**src/rtl/jca_pkg.sv**
```systemverilog
`timescale 1ns / 1ps
// ----------------------------------------------------------------------------
// Joystick cursor accelerator package
// Shared word layouts, register map, request codes and arithmetic constants.
// ----------------------------------------------------------------------------
package jca_pkg;

   // Request codes
   localparam logic [1:0] REQ_TICK = 2'd0;
   localparam logic [1:0] REQ_AXIS = 2'd1;
   localparam logic [1:0] REQ_MOVE = 2'd2;

   // Axis select codes
   localparam logic [1:0] AXIS_X = 2'd0;
   localparam logic [1:0] AXIS_Y = 2'd1;

   // Register map
   localparam int CSR_INDEX_WIDTH = 3;
   localparam int CSR_DATA_WIDTH  = 16;
   localparam logic [CSR_INDEX_WIDTH-1:0] CSR_LIMIT_X      = 3'd0;
   localparam logic [CSR_INDEX_WIDTH-1:0] CSR_LIMIT_Y      = 3'd1;
   localparam logic [CSR_INDEX_WIDTH-1:0] CSR_DELAY_PERIOD = 3'd2;
   localparam logic [CSR_INDEX_WIDTH-1:0] CSR_DEAD_ZONE    = 3'd3;
   localparam logic [CSR_INDEX_WIDTH-1:0] CSR_ANALOG_MODE  = 3'd4;

   // Register reset values
   localparam logic [15:0] DELAY_RESET     = 16'd25;
   localparam logic [14:0] DEAD_ZONE_RESET = 15'd3200;

   // Ramp states
   localparam logic [1:0] RAMP_OFF   = 2'd0;
   localparam logic [1:0] RAMP_ARMED = 2'd1;
   localparam logic [1:0] RAMP_RUN   = 2'd2;

   // Velocity limits and ramp constants
   localparam logic signed [11:0] VEL_MAX  = 12'sd2047;
   localparam logic signed [11:0] JUMP_VEL = 12'sd5;
   localparam logic signed [11:0] VEL_ONE  = 12'sd1;
   localparam int RAMP_FAST = 12;
   localparam int RAMP_JUMP = 8;

   // Analog divide by 2000: multiply by rounded-up reciprocal, exact for magnitudes up to 32768
   localparam int ANALOG_DIV = 2000;
   localparam int DIV_SHIFT  = 26;
   localparam int DIV_RECIP  = ((2 ** DIV_SHIFT) + ANALOG_DIV - 1) / ANALOG_DIV;

   typedef struct packed {
      logic        [1:0]  req_type;
      logic        [31:0] now_ms;
      logic        [1:0]  axis_sel;
      logic signed [15:0] axis_value;
      logic        [14:0] pos_x;
      logic        [14:0] pos_y;
   } req_word_type;

   typedef struct packed {
      logic [14:0] cursor_x;
      logic [14:0] cursor_y;
      logic        warp;
      logic        motion_event;
   } rsp_word_type;

endpackage

```
**src/rtl/jca_stream_if.sv**
```systemverilog
`timescale 1ns / 1ps
// ----------------------------------------------------------------------------
// Joystick cursor accelerator stream channel
// Valid/ready channel carrying one word per handshake.
// ----------------------------------------------------------------------------
interface jca_stream_if #(
   parameter type word_type = logic
);
   logic     valid;
   logic     ready;
   word_type data;

   modport source (output valid, output data, input ready);
   modport sink   (input valid, input data, output ready);
endinterface

```
**src/rtl/joystick_cursor_accelerator_core.sv**
```systemverilog
`timescale 1ns / 1ps
// ----------------------------------------------------------------------------
// Joystick cursor accelerator core
// Converts joystick axis samples and millisecond ticks into a cursor position.
// ----------------------------------------------------------------------------
// The core takes one request word per cycle unless the response side stalls,
// and returns exactly one response word for each, in order. A word is held in
// the input register and then worked out in a single pass of logic against the
// cursor state, which is updated in the same edge that loads the response
// register. Sustained rate is one word per cycle without stalls, set by the
// single-pass update of the cursor state. A stalled response holds the response
// register, and the input register still takes one more word behind it. The
// user must write configuration through csr_we/csr_index/csr_wdata only while
// no word is in flight; the core does not enforce this. Indexes beyond the map
// are dropped.
module joystick_cursor_accelerator_core #(
   parameter int TIME_WIDTH = 32
) (
   input  logic                                 clock,
   input  logic                                 reset,
   jca_stream_if.sink                           req_ch,
   jca_stream_if.source                         rsp_ch,
   input  logic                                 csr_we,
   input  logic [jca_pkg::CSR_INDEX_WIDTH-1:0]  csr_index,
   input  logic [jca_pkg::CSR_DATA_WIDTH-1:0]   csr_wdata
);
   import jca_pkg::*;

   // Configuration registers
   logic [14:0] limit_ff [2];
   logic [15:0] delay_ff;
   logic [14:0] dead_zone_ff;
   logic        analog_ff;

   // Pipeline registers
   req_word_type req_word_ff;
   logic         req_valid_ff;
   rsp_word_type rsp_word_ff, rsp_word_in;
   logic         rsp_valid_ff;
   logic         advance;

   // Cursor state, index 0 is x and 1 is y
   logic        [14:0]           cur_ff  [2];
   logic        [14:0]           cur_in  [2];
   logic signed [11:0]           vel_ff  [2];
   logic signed [11:0]           vel_in  [2];
   logic        [1:0]            ramp_ff [2];
   logic        [1:0]            ramp_in [2];
   logic        [TIME_WIDTH-1:0] held_ff [2];
   logic        [TIME_WIDTH-1:0] held_in [2];
   logic        [TIME_WIDTH-1:0] last_step_ff, last_step_in;

   // ------------------------------------------------------------------------
   // Handshake: the input register advances whenever the response register
   // is free or being emptied this cycle.
   // ------------------------------------------------------------------------
   assign advance      = req_valid_ff && (!rsp_valid_ff || rsp_ch.ready);
   assign req_ch.ready = !req_valid_ff || advance;
   assign rsp_ch.valid = rsp_valid_ff;
   assign rsp_ch.data  = rsp_word_ff;

   always_ff @(posedge clock) begin
      if (reset) begin
         req_valid_ff <= 1'b0;
         rsp_valid_ff <= 1'b0;
      end else begin
         req_valid_ff <= (req_ch.valid && req_ch.ready) || (req_valid_ff && !advance);
         rsp_valid_ff <= advance || (rsp_valid_ff && !rsp_ch.ready);
      end
   end

   always_ff @(posedge clock) begin
      if (req_ch.valid && req_ch.ready) begin
         req_word_ff <= req_ch.data;
      end
      if (advance) begin
         rsp_word_ff <= rsp_word_in;
      end
   end

   // ------------------------------------------------------------------------
   // Configuration writes
   // ------------------------------------------------------------------------
   always_ff @(posedge clock) begin
      if (reset) begin
         limit_ff[0]  <= '0;
         limit_ff[1]  <= '0;
         delay_ff     <= DELAY_RESET;
         dead_zone_ff <= DEAD_ZONE_RESET;
         analog_ff    <= 1'b1;
      end else if (csr_we) begin
         unique case (csr_index)
            CSR_LIMIT_X:      limit_ff[0]  <= csr_wdata[14:0];
            CSR_LIMIT_Y:      limit_ff[1]  <= csr_wdata[14:0];
            CSR_DELAY_PERIOD: delay_ff     <= csr_wdata;
            CSR_DEAD_ZONE:    dead_zone_ff <= csr_wdata[14:0];
            CSR_ANALOG_MODE:  analog_ff    <= csr_wdata[0];
            default: ;
         endcase
      end
   end

   // ------------------------------------------------------------------------
   // Single-pass update
   // ------------------------------------------------------------------------
   always_comb begin
      logic        [TIME_WIDTH-1:0] now_t;
      logic        [TIME_WIDTH-1:0] dly_t;
      logic        [TIME_WIDTH-1:0] dly_fast;
      logic        [TIME_WIDTH-1:0] dly_jump;
      logic                         step_due;
      logic                         any_vel;
      logic        [1:0]            ramp_mid [2];
      logic        [TIME_WIDTH-1:0] held_mid [2];
      logic        [TIME_WIDTH-1:0] t_fast;
      logic        [TIME_WIDTH-1:0] t_jump;
      logic signed [12:0]           vel_step;
      logic signed [11:0]           vel_adj;
      logic signed [16:0]           pos_sum;
      logic signed [16:0]           axis_a;
      logic signed [16:0]           dz_s;
      logic signed [16:0]           a_dz;
      logic                         above;
      logic                         below;
      logic        [15:0]           mag;
      logic        [31:0]           prod;
      logic signed [11:0]           quot;
      logic signed [11:0]           vel_set;
      logic        [1:0]            ramp_set;

      // Hold state unless the request says otherwise
      for (int i = 0; i < 2; i++) begin
         cur_in[i]   = cur_ff[i];
         vel_in[i]   = vel_ff[i];
         ramp_in[i]  = ramp_ff[i];
         held_in[i]  = held_ff[i];
         ramp_mid[i] = ramp_ff[i];
         held_mid[i] = held_ff[i];
      end
      last_step_in = last_step_ff;
      t_fast       = '0;
      t_jump       = '0;
      vel_step     = '0;
      vel_adj      = '0;
      pos_sum      = '0;

      // Tick timing; all sums wrap at the time width
      now_t    = TIME_WIDTH'(req_word_ff.now_ms);
      dly_t    = TIME_WIDTH'(delay_ff);
      dly_fast = TIME_WIDTH'(20'(delay_ff) * 20'(RAMP_FAST));
      dly_jump = TIME_WIDTH'(20'(delay_ff) * 20'(RAMP_JUMP));
      step_due = now_t >= TIME_WIDTH'(last_step_ff + dly_t);
      any_vel  = (vel_ff[0] != '0) || (vel_ff[1] != '0);

      // Dead zone removal on the axis sample
      axis_a = 17'(req_word_ff.axis_value);
      dz_s   = $signed({2'b00, dead_zone_ff});
      above  = axis_a > dz_s;
      below  = axis_a < -dz_s;
      if (above) begin
         a_dz = axis_a - dz_s;
      end else if (below) begin
         a_dz = axis_a + dz_s;
      end else begin
         a_dz = '0;
      end

      // Analog velocity: magnitude times reciprocal, then restore the sign
      mag  = below ? 16'(-a_dz) : 16'(a_dz);
      prod = 32'(mag) * 32'(DIV_RECIP);
      quot = 12'($signed({1'b0, prod[30:DIV_SHIFT]}));
      if (analog_ff) begin
         vel_set  = below ? -quot : quot;
         ramp_set = RAMP_OFF;
      end else if (a_dz != '0) begin
         vel_set  = below ? -VEL_ONE : VEL_ONE;
         ramp_set = RAMP_ARMED;
      end else begin
         vel_set  = '0;
         ramp_set = RAMP_OFF;
      end

      rsp_word_in.warp         = 1'b0;
      rsp_word_in.motion_event = 1'b0;

      unique case (req_word_ff.req_type)
         REQ_TICK: begin
            if (step_due) begin
               last_step_in = now_t;
               // An armed ramp starts its hold timer at this step
               for (int i = 0; i < 2; i++) begin
                  ramp_mid[i] = (ramp_ff[i] == RAMP_ARMED) ? RAMP_RUN : ramp_ff[i];
                  held_mid[i] = (ramp_ff[i] == RAMP_ARMED) ? now_t : held_ff[i];
                  ramp_in[i]  = ramp_mid[i];
                  held_in[i]  = held_mid[i];
               end
               if (any_vel) begin
                  rsp_word_in.warp = 1'b1;
                  for (int i = 0; i < 2; i++) begin
                     t_fast = TIME_WIDTH'(held_mid[i] + dly_fast);
                     t_jump = TIME_WIDTH'(held_mid[i] + dly_jump);
                     // Zero velocity counts as negative on the ramp
                     vel_step = (vel_ff[i] > 12'sd0) ? 13'(vel_ff[i]) + 13'sd1
                                                     : 13'(vel_ff[i]) - 13'sd1;
                     if (ramp_mid[i] == RAMP_OFF) begin
                        vel_adj = vel_ff[i];
                     end else if (now_t > t_fast) begin
                        if (vel_step > 13'(VEL_MAX)) begin
                           vel_adj = VEL_MAX;
                        end else if (vel_step < -13'(VEL_MAX)) begin
                           vel_adj = -VEL_MAX;
                        end else begin
                           vel_adj = 12'(vel_step);
                        end
                     end else if (now_t > t_jump) begin
                        vel_adj = (vel_ff[i] > 12'sd0) ? JUMP_VEL : -JUMP_VEL;
                     end else begin
                        vel_adj = vel_ff[i];
                     end
                     // Move and clamp; an edge hit bounces to unit speed and re-arms
                     pos_sum = $signed({2'b00, cur_ff[i]}) + 17'(vel_adj);
                     if (pos_sum < 17'sd0) begin
                        cur_in[i]  = '0;
                        vel_in[i]  = -VEL_ONE;
                        ramp_in[i] = RAMP_ARMED;
                     end else if (pos_sum > $signed({2'b00, limit_ff[i]})) begin
                        cur_in[i]  = limit_ff[i];
                        vel_in[i]  = VEL_ONE;
                        ramp_in[i] = RAMP_ARMED;
                     end else begin
                        cur_in[i]  = pos_sum[14:0];
                        vel_in[i]  = vel_adj;
                     end
                  end
               end
            end
         end
         REQ_AXIS: begin
            rsp_word_in.motion_event = above || below;
            if (req_word_ff.axis_sel == AXIS_X) begin
               vel_in[0]  = vel_set;
               ramp_in[0] = ramp_set;
            end else if (req_word_ff.axis_sel == AXIS_Y) begin
               vel_in[1]  = vel_set;
               ramp_in[1] = ramp_set;
            end
         end
         REQ_MOVE: begin
            rsp_word_in.motion_event = 1'b1;
            cur_in[0] = req_word_ff.pos_x;
            cur_in[1] = req_word_ff.pos_y;
         end
         default: ;
      endcase

      rsp_word_in.cursor_x = cur_in[0];
      rsp_word_in.cursor_y = cur_in[1];
   end

   // Commit state in the edge that loads the response
   always_ff @(posedge clock) begin
      if (reset) begin
         for (int i = 0; i < 2; i++) begin
            cur_ff[i]  <= '0;
            vel_ff[i]  <= '0;
            ramp_ff[i] <= RAMP_OFF;
            held_ff[i] <= '0;
         end
         last_step_ff <= '0;
      end else if (advance) begin
         for (int i = 0; i < 2; i++) begin
            cur_ff[i]  <= cur_in[i];
            vel_ff[i]  <= vel_in[i];
            ramp_ff[i] <= ramp_in[i];
            held_ff[i] <= held_in[i];
         end
         last_step_ff <= last_step_in;
      end
   end

   // ------------------------------------------------------------------------
   // Assertions
   // ------------------------------------------------------------------------
   a_ready_only_when_full: assert property (@(posedge clock) disable iff (reset)
      !req_ch.ready |-> (req_valid_ff && rsp_valid_ff && !rsp_ch.ready))
      else $error("request side stalled while a stage was free");

   a_advance_fills_rsp: assert property (@(posedge clock) disable iff (reset)
      advance |=> rsp_valid_ff)
      else $error("advanced word did not reach the response register");

   a_vel_in_range: assert property (@(posedge clock) disable iff (reset)
      (vel_ff[0] >= -VEL_MAX) && (vel_ff[1] >= -VEL_MAX))
      else $error("velocity escaped its saturation range");

   a_ramp_code: assert property (@(posedge clock) disable iff (reset)
      (ramp_ff[0] <= RAMP_RUN) && (ramp_ff[1] <= RAMP_RUN))
      else $error("ramp state took an unused code");

endmodule

```
**src/flat_wrapper.sv**
```systemverilog
// flat-port wrapper written by rule: the top's interface ports become plain ports
module joystick_cursor_accelerator_core_flat import jca_pkg::*;
#(
   parameter int TIME_WIDTH = 32
)
  (clock, reset, csr_we, csr_index, csr_wdata, req_ch_valid, req_ch_data, req_ch_ready, rsp_ch_valid, rsp_ch_data, rsp_ch_ready);
  jca_stream_if #(.word_type(req_word_type)) req_ch_i ();
  jca_stream_if #(.word_type(rsp_word_type)) rsp_ch_i ();
  input  logic clock;
  input  logic reset;
  input  logic csr_we;
  input  logic [jca_pkg::CSR_INDEX_WIDTH-1:0] csr_index;
  input  logic [jca_pkg::CSR_DATA_WIDTH-1:0] csr_wdata;
  input wire logic [$bits(req_ch_i.valid)-1:0] req_ch_valid;
  input wire logic [$bits(req_ch_i.data)-1:0] req_ch_data;
  output wire logic [$bits(req_ch_i.ready)-1:0] req_ch_ready;
  output wire logic [$bits(rsp_ch_i.valid)-1:0] rsp_ch_valid;
  output wire logic [$bits(rsp_ch_i.data)-1:0] rsp_ch_data;
  input wire logic [$bits(rsp_ch_i.ready)-1:0] rsp_ch_ready;
  assign req_ch_i.valid = req_ch_valid;
  assign req_ch_i.data = req_ch_data;
  assign req_ch_ready = req_ch_i.ready;
  assign rsp_ch_valid = rsp_ch_i.valid;
  assign rsp_ch_data = rsp_ch_i.data;
  assign rsp_ch_i.ready = rsp_ch_ready;
  joystick_cursor_accelerator_core #(.TIME_WIDTH(TIME_WIDTH)) u_core (.clock(clock), .reset(reset), .req_ch(req_ch_i), .rsp_ch(rsp_ch_i), .csr_we(csr_we), .csr_index(csr_index), .csr_wdata(csr_wdata));
endmodule
```
**config.mk**
```make
export PLATFORM = sky130hd
export DESIGN_NAME = joystick_cursor_accelerator_core_flat
export DESIGN_NICKNAME = d
export VERILOG_FILES = /design/src/rtl/jca_pkg.sv /design/src/rtl/jca_stream_if.sv /design/src/rtl/joystick_cursor_accelerator_core.sv /design/src/flat_wrapper.sv
export SDC_FILE = /design/constraint.sdc
export NUM_CORES = 2
export LEC_CHECK = 0
export BUFFER_PORTS_ARGS = -buffer_cell sky130_fd_sc_hd__buf_2
export CORE_MARGIN = 5
export CORE_UTILIZATION = 30
export CTS_CLUSTER_DIAMETER = 100
export DETAILED_ROUTE_END_ITERATION = 8
export GPL_TIMING_DRIVEN = 1
export PLACE_DENSITY = 0.54
export SYNTH_ARGS = -nofsm -noshare
export SYNTH_HDL_FRONTEND = slang
export SYNTH_SLANG_ARGS = --single-unit
```
**constraint.sdc**
```tcl
create_clock -name clock -period 15.05 [get_ports clock]
set_input_delay 3.7625 -clock clock [delete_from_list [all_inputs] [get_ports clock]]
set_output_delay 3.7625 -clock clock [all_outputs]
set_load 0.05 [all_outputs]
```
Yosys cells after proc, flatten, opt, wreduce, memory -nomap -nowiden

Memory sizes are Yosys's and may differ from the RTL's.
Cells that the tools add are included.

Flip-flop bits (word level): 180
Bits in writable memories: 152
Bits of input ports: 106
Output and inout port bits: 34
Logic and storage cells: 189
Memories: 5

Add/sub/neg operators: 16
Multipliers: 2
$lt $le $gt $ge: 17
Eq/ne operators: 9
Multiplexer cells: 87
Bitwise logic cells: 10
Reductions and logical operators: 27

Memories:

| name            | words | width | read ports | clocked after Yosys merged registers in | wr ports | RTL line                               | source |
|---|---|---|---|---|---|---|---|
| u_core.held_ff  | 2     | 32    | 2          | 0                                       | 2        | joystick_cursor_accelerator_core.sv:49 | `logic [TIME_WIDTH-1:0] held_ff [2];` |
| u_core.cur_ff   | 2     | 15    | 2          | 0                                       | 2        | joystick_cursor_accelerator_core.sv:43 | `logic [14:0] cur_ff [2];` |
| u_core.limit_ff | 2     | 15    | 2          | 0                                       | 2        | joystick_cursor_accelerator_core.sv:30 | `logic [14:0] limit_ff [2];` |
| u_core.vel_ff   | 2     | 12    | 2          | 0                                       | 2        | joystick_cursor_accelerator_core.sv:45 | `logic signed [11:0] vel_ff [2];` |
| u_core.ramp_ff  | 2     | 2     | 2          | 0                                       | 2        | joystick_cursor_accelerator_core.sv:47 | `logic [1:0] ramp_ff [2];` |

Operator list:

| kind                   | count |
|---|---|
| $mux 12                | 31 |
| $gt 32x32->1           | 4 |
| $mux 32                | 4 |
| $mux 64                | 2 |
| $mux 15                | 8 |
| $add 32x19->32         | 2 |
| $add 32x20->32         | 2 |
| $mux 30                | 2 |
| $pmux 30 s2            | 1 |
| $mux 24                | 2 |
| $pmux 24 s2            | 1 |
| $add 16x12->17         | 2 |
| $gt 17x16->1           | 2 |
| $lt 17x1->1 const B    | 2 |
| $mux 17                | 2 |
| $add 32x16->32         | 1 |
| $ge 32x32->1           | 1 |
| $mul 16x16->31 const B | 1 |
| $add 12x2->13 const B  | 2 |
| $gt 13x12->1 const B   | 2 |
| $lt 13x12->1 const B   | 2 |
| $mux 13                | 2 |
| $sub 12x2->13 const B  | 2 |
| $gt 12x1->1 const B    | 2 |
| other kinds (29)       | 86 |

Depth between registers and ports, before layout

An unclocked memory read counts as a cell.

Depth after elaboration: 19
Mapped depth: 59
Depth with buffers taken out: 56

Worst setup path after synthesis

Ideal clock, no wire load.

Path type: register -> register
Start: memory u_core.ramp_ff[0][0]
End: memory u_core.ramp_ff[0][0], data pin
Library setup time: 0.269 ns
Arrival: 11.312 ns
Required time: 14.781 ns
Slack: 3.469 ns
Cell stages (with the launch flop): 56
Buffers on the path: 6
Period minus slack after synthesis: 11.581 ns
Cell sequence: edfxtp_1 -> nand2b_1 -> buf_1 -> buf_1 -> clkbuf_1 -> mux2i_1 -> inv_1 -> ha_1 -> a21o_1 -> a21oi_1 -> o21ai_0 -> a21oi_1 -> o21ai_0 -> a211oi_1 -> o21ai_0 -> and3_1 -> o21a_1 -> o21a_1 -> (+20 left out) -> o21ai_0 -> a32oi_1 -> a211o_1 -> a31o_2 -> a21o_1 -> xnor2_1 -> ha_1 -> nand3_1 -> nor4_1 -> nor2_1 -> o31a_1 -> or2_2 -> mux2_2 -> buf_4 -> buf_4 -> o22ai_1 -> a21boi_0 -> o22ai_1

RTL lines:

| element     | RTL line |
|---|---|
| from (decl) | joystick_cursor_accelerator_core.sv:47 |

==> flow_results.org <==
** Synthesis
- Library cell occupying the most area in the post-synthesis netlist :: sky130_fd_sc_hd__edfxtp_1
- Cell types with the largest area share after synthesis :: sky130_fd_sc_hd__edfxtp_1 (25%), sky130_fd_sc_hd__ha_1 (21%), sky130_fd_sc_hd__dfxtp_1 (4.2%), sky130_fd_sc_hd__nor2_1 (3.4%), sky130_fd_sc_hd__xnor2_1 (3.4%)
- Synth Area per Inst :: 9.291 µm²
- Syn Std Cell Area :: 0.03150 mm²
- In this run, synthesis inferred 266 flip-flops with an integrated enable.
- Async set-reset flop share out of synthesis :: 0
- Synthesized netlist cell count :: 3390
- Number of different library cells in the post-synthesis netlist :: 87
- Among all flip-flop cells after synthesis, the most frequent one is sky130_fd_sc_hd__edfxtp_1.
- The number of nets handed over by synthesis was 4076.
- Post-synthesis sequential area ratio :: 0.2956
- The share of synthesized area in the top cell type comes to 0.2536.
- During synthesis, Yosys emitted a total of 0 warnings.
- Register bit count reported by yosys :: 332

** Route
- First-pass DRT Iterations :: 6
- Total via count in the routed design :: 25447
- After detailed routing, the number of remaining DRC violations is 0.
- The detail route stage leaves a number of antenna-violating nets equal to 0.
- Final WL :: 96.38 mm
- After detailed routing, the number of vias per cell comes to 5.156.
- In this run, the number of DRC markers left after iteration 0 of detailed routing was 1624.
- After detailed routing, the average wire length per cell comes to 19.53 µm.

** Global routing
- Global routing finished with a remaining overflow of 0.
- Largest net degree at the start of global routing :: 75
- Overall routing resource usage :: 0.1675
- Initial antenna violation count :: 8
- Vias in the first global route :: 24825
- The first global-routing pass estimated 147.7 mm of wire.

** CTS
- CTS hold repair buffers :: 0
- Number of gates given a new drive strength after cts :: 0
- TritonCTS built the clock tree.
- After clock tree synthesis, the setup repair step added 0 buffers.
- H-tree Lvls :: 2
- Maximum clock path buffer count :: 3
- The tree built by TritonCTS fans out to 332 sinks.
- Cts bufs inserted :: 43
- Clock transition at the registers of the reported paths :: 0.06 ns
- Clock tree root driver cell :: sky130_fd_sc_hd__clkbuf_16
- At the later pin of the worst-skew pair, clock insertion delay measures 0.62 ns.

** Cells and area
- Area occupied by multi-input gates :: 0.02091 mm²
- Post-route insts no fill :: 4935
- Of the cells placed in the final design, the portion with a size suffix greater than 1 is 0.09009.
- Utilization after layout :: 0.3398
- The sequential cells in the finished layout cover a total of 0.009309 mm².
- Area added between synthesis and finish :: 12.13%
- Fill cells in the final layout number 10862.
- After routing the design area is 0.03532 mm².
- Final net count :: 4203

** STA
- Measured against its own limit, the worst slew margin works out to 0.1877.
- The worst path needs 13.42 ns of the cycle, external delays included.
- Based on the critical path, the design can be clocked at up to 74.53 MHz.
- Post-route worst hold slack :: 0.4866 ns
- Transition time at the pin with the least slew margin :: 1.202 ns
- Final hold violations :: 0
- Summed over all failing endpoints, the final setup total negative slack is 0 ns.
- Setup repair after global routing left no endpoint under its margin.
- Fin. max-slew vios :: 0
- Setup slack on the critical path of the routed design comes to 1.633 ns.
- Max Clock Skew :: 0.03844 ns
- Setup violations remaining at the end of the flow were counted as 0.
- Dividing the final minimum period by the clock period gives 0.8915.

** Setup path
- Reg-to-Reg Start :: u_core.delay_ff[1]
- Kind of launch point of the worst setup path :: flip-flop
- The worst setup path is captured at a flip-flop.
- Across all register-to-register paths, the minimum setup slack is 1.63 ns.
- Top cell family by delay on the critical path :: compound AO/OA/AOI/OAI gates
- Critical path start-end classification :: reg -> reg
- Arrival time worst endpoint :: 13.79 ns
- The number of cells on the worst reg-to-reg path is 51.
- The critical path runs through a total of 51 cells.
- WP data required :: 15.43 ns
- The largest single stage delay on the critical path is 0.85 ns.
- The cell that appears most often on the critical path is sky130_fd_sc_hd__o21ai_0.
- The slowest stage of the critical path is the sky130_fd_sc_hd__nor2_2 cell.
- In this run the critical register-to-register path is captured at u_core.cur_ff[0][28].
- Critical-path maximum fanout :: 15
- Counting both buffers and inverters, the worst setup path holds a total of 0.

** Run status
- Outcome :: complete, no violations

** Job
- Max-cap violations in this run came to 0.

** Die
- The floorplan has 118 rows.
- The total area inside the core boundary comes to 0.1039 mm².
- During I/O placement, the number of pins put on the boundary was 140.
- Initial standard-cell utilization of the core :: 0.3030
- The floorplan step set the die height to 334.0 µm.
- Die boundary width :: 334.0 µm
- Area of the die :: 0.1116 mm²

** Placement
- Worst setup timing slack at the placement stage :: 1.681 ns
- Input and output buffers added on the ports amount to 139.
- Once placement completed, the tool counted placed cells totaling 4852.
- Detail Placement HPWL :: 76.20 mm
- Routability-driven placement finished with a final weighted congestion of 0.9036.
- Cell area after placement :: 0.03379 mm²

** Hold path
- Startpoint of the tightest hold check path :: u_core.dead_zone_ff[3]
- Type of the worst min-delay path :: reg -> reg
- The worst hold path terminates at u_core.dead_zone_ff[3].
- Counting instances, the worst hold path has a depth of 2.

** Power
- Overall power of the completed layout :: 4.152 mW
- In this run the power density over the cells is 117.6 mW/mm².
- VDD IR-drop max :: 0.1057 mV
- Summed over all cells, the static leakage comes to 15.64 nW.
power by group:
part           internal, mW  switching (mW)
logic                 0.807            1.13
clock network         0.637           0.465
registers              1.05          0.0599
total                  2.50            1.65
sequential cells by signal (all words and copies together) (netlist names):
| register | cells |
|---|---|
| u_core.rsp_ch.data | 32 |
| u_core.vel_ff | 24 |
| u_core.delay_ff | 16 |
| u_core.req_word_ff | 82 |
| u_core.req_valid_ff | 1 |
| u_core.ramp_ff | 4 |
| u_core.limit_ff | 30 |
| u_core.last_step_ff | 32 |
| u_core.analog_ff | 1 |
| u_core.rsp_ch.valid | 1 |
| u_core.dead_zone_ff | 15 |
| u_core.cur_ff | 30 |
| u_core.held_ff | 64 |
worst min-delay path: stages (launching register included):
cell and delay (ns):
sky130_fd_sc_hd__dfxtp_1 0.33, sky130_fd_sc_hd__nand2_1 0.06, sky130_fd_sc_hd__a21oi_1 0.05
per-layer routing:
| layer | GRT usage | vias up | wire [µm] |
|---|---|---|---|
| met5 | 0 | - | 23 |
| met4 | 0.03856 | 4 | 2142 |
| met3 | 0.03498 | 115 | 6452 |
| met2 | 0.2638 | 620 | 41760 |
| met1 | 0.2368 | 12069 | 46000 |
| li1 | - | 12639 | - |
cell usage in the layout, fill, tap and decap left out, types with 24 or more instances in the layout:
cell type | synthesis | routed
sky130_fd_sc_hd__xor2_1 | 105 | 105
sky130_fd_sc_hd__a21oi_1 | 207 | 206
sky130_fd_sc_hd__buf_2 | 7 | 139
sky130_fd_sc_hd__mux2_2 | 32 | 32
sky130_fd_sc_hd__nor2_1 | 283 | 281
sky130_fd_sc_hd__clkbuf_16 | 0 | 45
sky130_fd_sc_hd__mux2i_1 | 94 | 94
sky130_fd_sc_hd__edfxtp_1 | 266 | 266
sky130_fd_sc_hd__nor4_1 | 29 | 29
sky130_fd_sc_hd__nand4_1 | 63 | 63
sky130_fd_sc_hd__and3_1 | 27 | 27
sky130_fd_sc_hd__dfxtp_1 | 66 | 66
sky130_fd_sc_hd__nor2b_1 | 41 | 41
sky130_fd_sc_hd__a21o_1 | 92 | 92
sky130_fd_sc_hd__buf_4 | 5 | 24
sky130_fd_sc_hd__ha_1 | 529 | 529
sky130_fd_sc_hd__xnor2_1 | 121 | 121
sky130_fd_sc_hd__o21ai_0 | 178 | 178
sky130_fd_sc_hd__a211oi_1 | 27 | 27
sky130_fd_sc_hd__nand2_1 | 224 | 224
sky130_fd_sc_hd__o21a_1 | 41 | 41
sky130_fd_sc_hd__a22oi_1 | 35 | 35
sky130_fd_sc_hd__nand2b_1 | 34 | 31
sky130_fd_sc_hd__fa_1 | 51 | 51
sky130_fd_sc_hd__o21bai_1 | 27 | 27
sky130_fd_sc_hd__inv_1 | 258 | 257
sky130_fd_sc_hd__nor3_1 | 77 | 77
sky130_fd_sc_hd__and2_1 | 82 | 80
sky130_fd_sc_hd__nand3_1 | 66 | 66
synthesized netlist by cell type, drive strengths merged (6+ instances only):
library cell / number
ha: 529
nor2: 283
edfxtp: 266
inv: 258
nand2: 225
a21oi: 209
o21ai: 185
xnor2: 122
xor2: 105
mux2i: 94
a21o: 92
and2: 83
nor3: 78
dfxtp: 66
nand3: 66
nand4: 63
clkbuf: 62
fa: 51
nor2b: 41
o21a: 41
a22oi: 35
nand2b: 34
mux2: 32
nor4: 29
a211oi: 28
and3: 27
o21bai: 27
a31oi: 22
or2: 21
buf: 19
o211ai: 19
o22ai: 17
or3: 17
a211o: 14
nand3b: 13
o221a: 9
a2111oi: 7
a21boi: 7
o41ai: 7
a31o: 6
nor3b: 6
o2111ai: 6
or4: 6
worst max path at each step:
stage | startpoint | slack [ns] | to
floorplan | u_core.ramp_ff[0][0] | 3.47 | u_core.ramp_ff[0][0]
global placement | u_core.delay_ff[1] | 2.14 | u_core.cur_ff[0][29]
detailed placement | u_core.delay_ff[1] | 1.68 | u_core.cur_ff[0][28]
CTS | u_core.delay_ff[1] | 1.67 | u_core.cur_ff[0][24]
global route | u_core.delay_ff[1] | 0.53 | u_core.cur_ff[0][27]
finish | u_core.delay_ff[1] | 1.63 | u_core.cur_ff[0][28]
layout make-up:
class,count,area share
diodes,3,0.0002126
clock buffers,56,0.03447
clock inverters,24,0.008397
inverters,258,0.02742
multi-input cells,2719,0.5922
flip-flops and latches,332,0.2636
well taps,1380,0.04889
repair buffers,163,0.02480
cell families (layout without fill, tap and decap cells):
logic type / count (synthesis) / in the layout / synth area share
muxes: 126 / 126 / 0.04132
AOI/OAI and AO/OA: 778 / 778 / 0.1587
and+or+nand+nor: 1007 / 1007 / 0.1567
buffers and inverters: 339 / 501 / 0.04151
adders and majority gates: 581 / 581 / 0.2429
xor gates and xnor gates: 227 / 227 / 0.06336
other: 0 / 3 / 0
DFF: 332 / 332 / 0.2956
(Power assumes the default switching activity.)
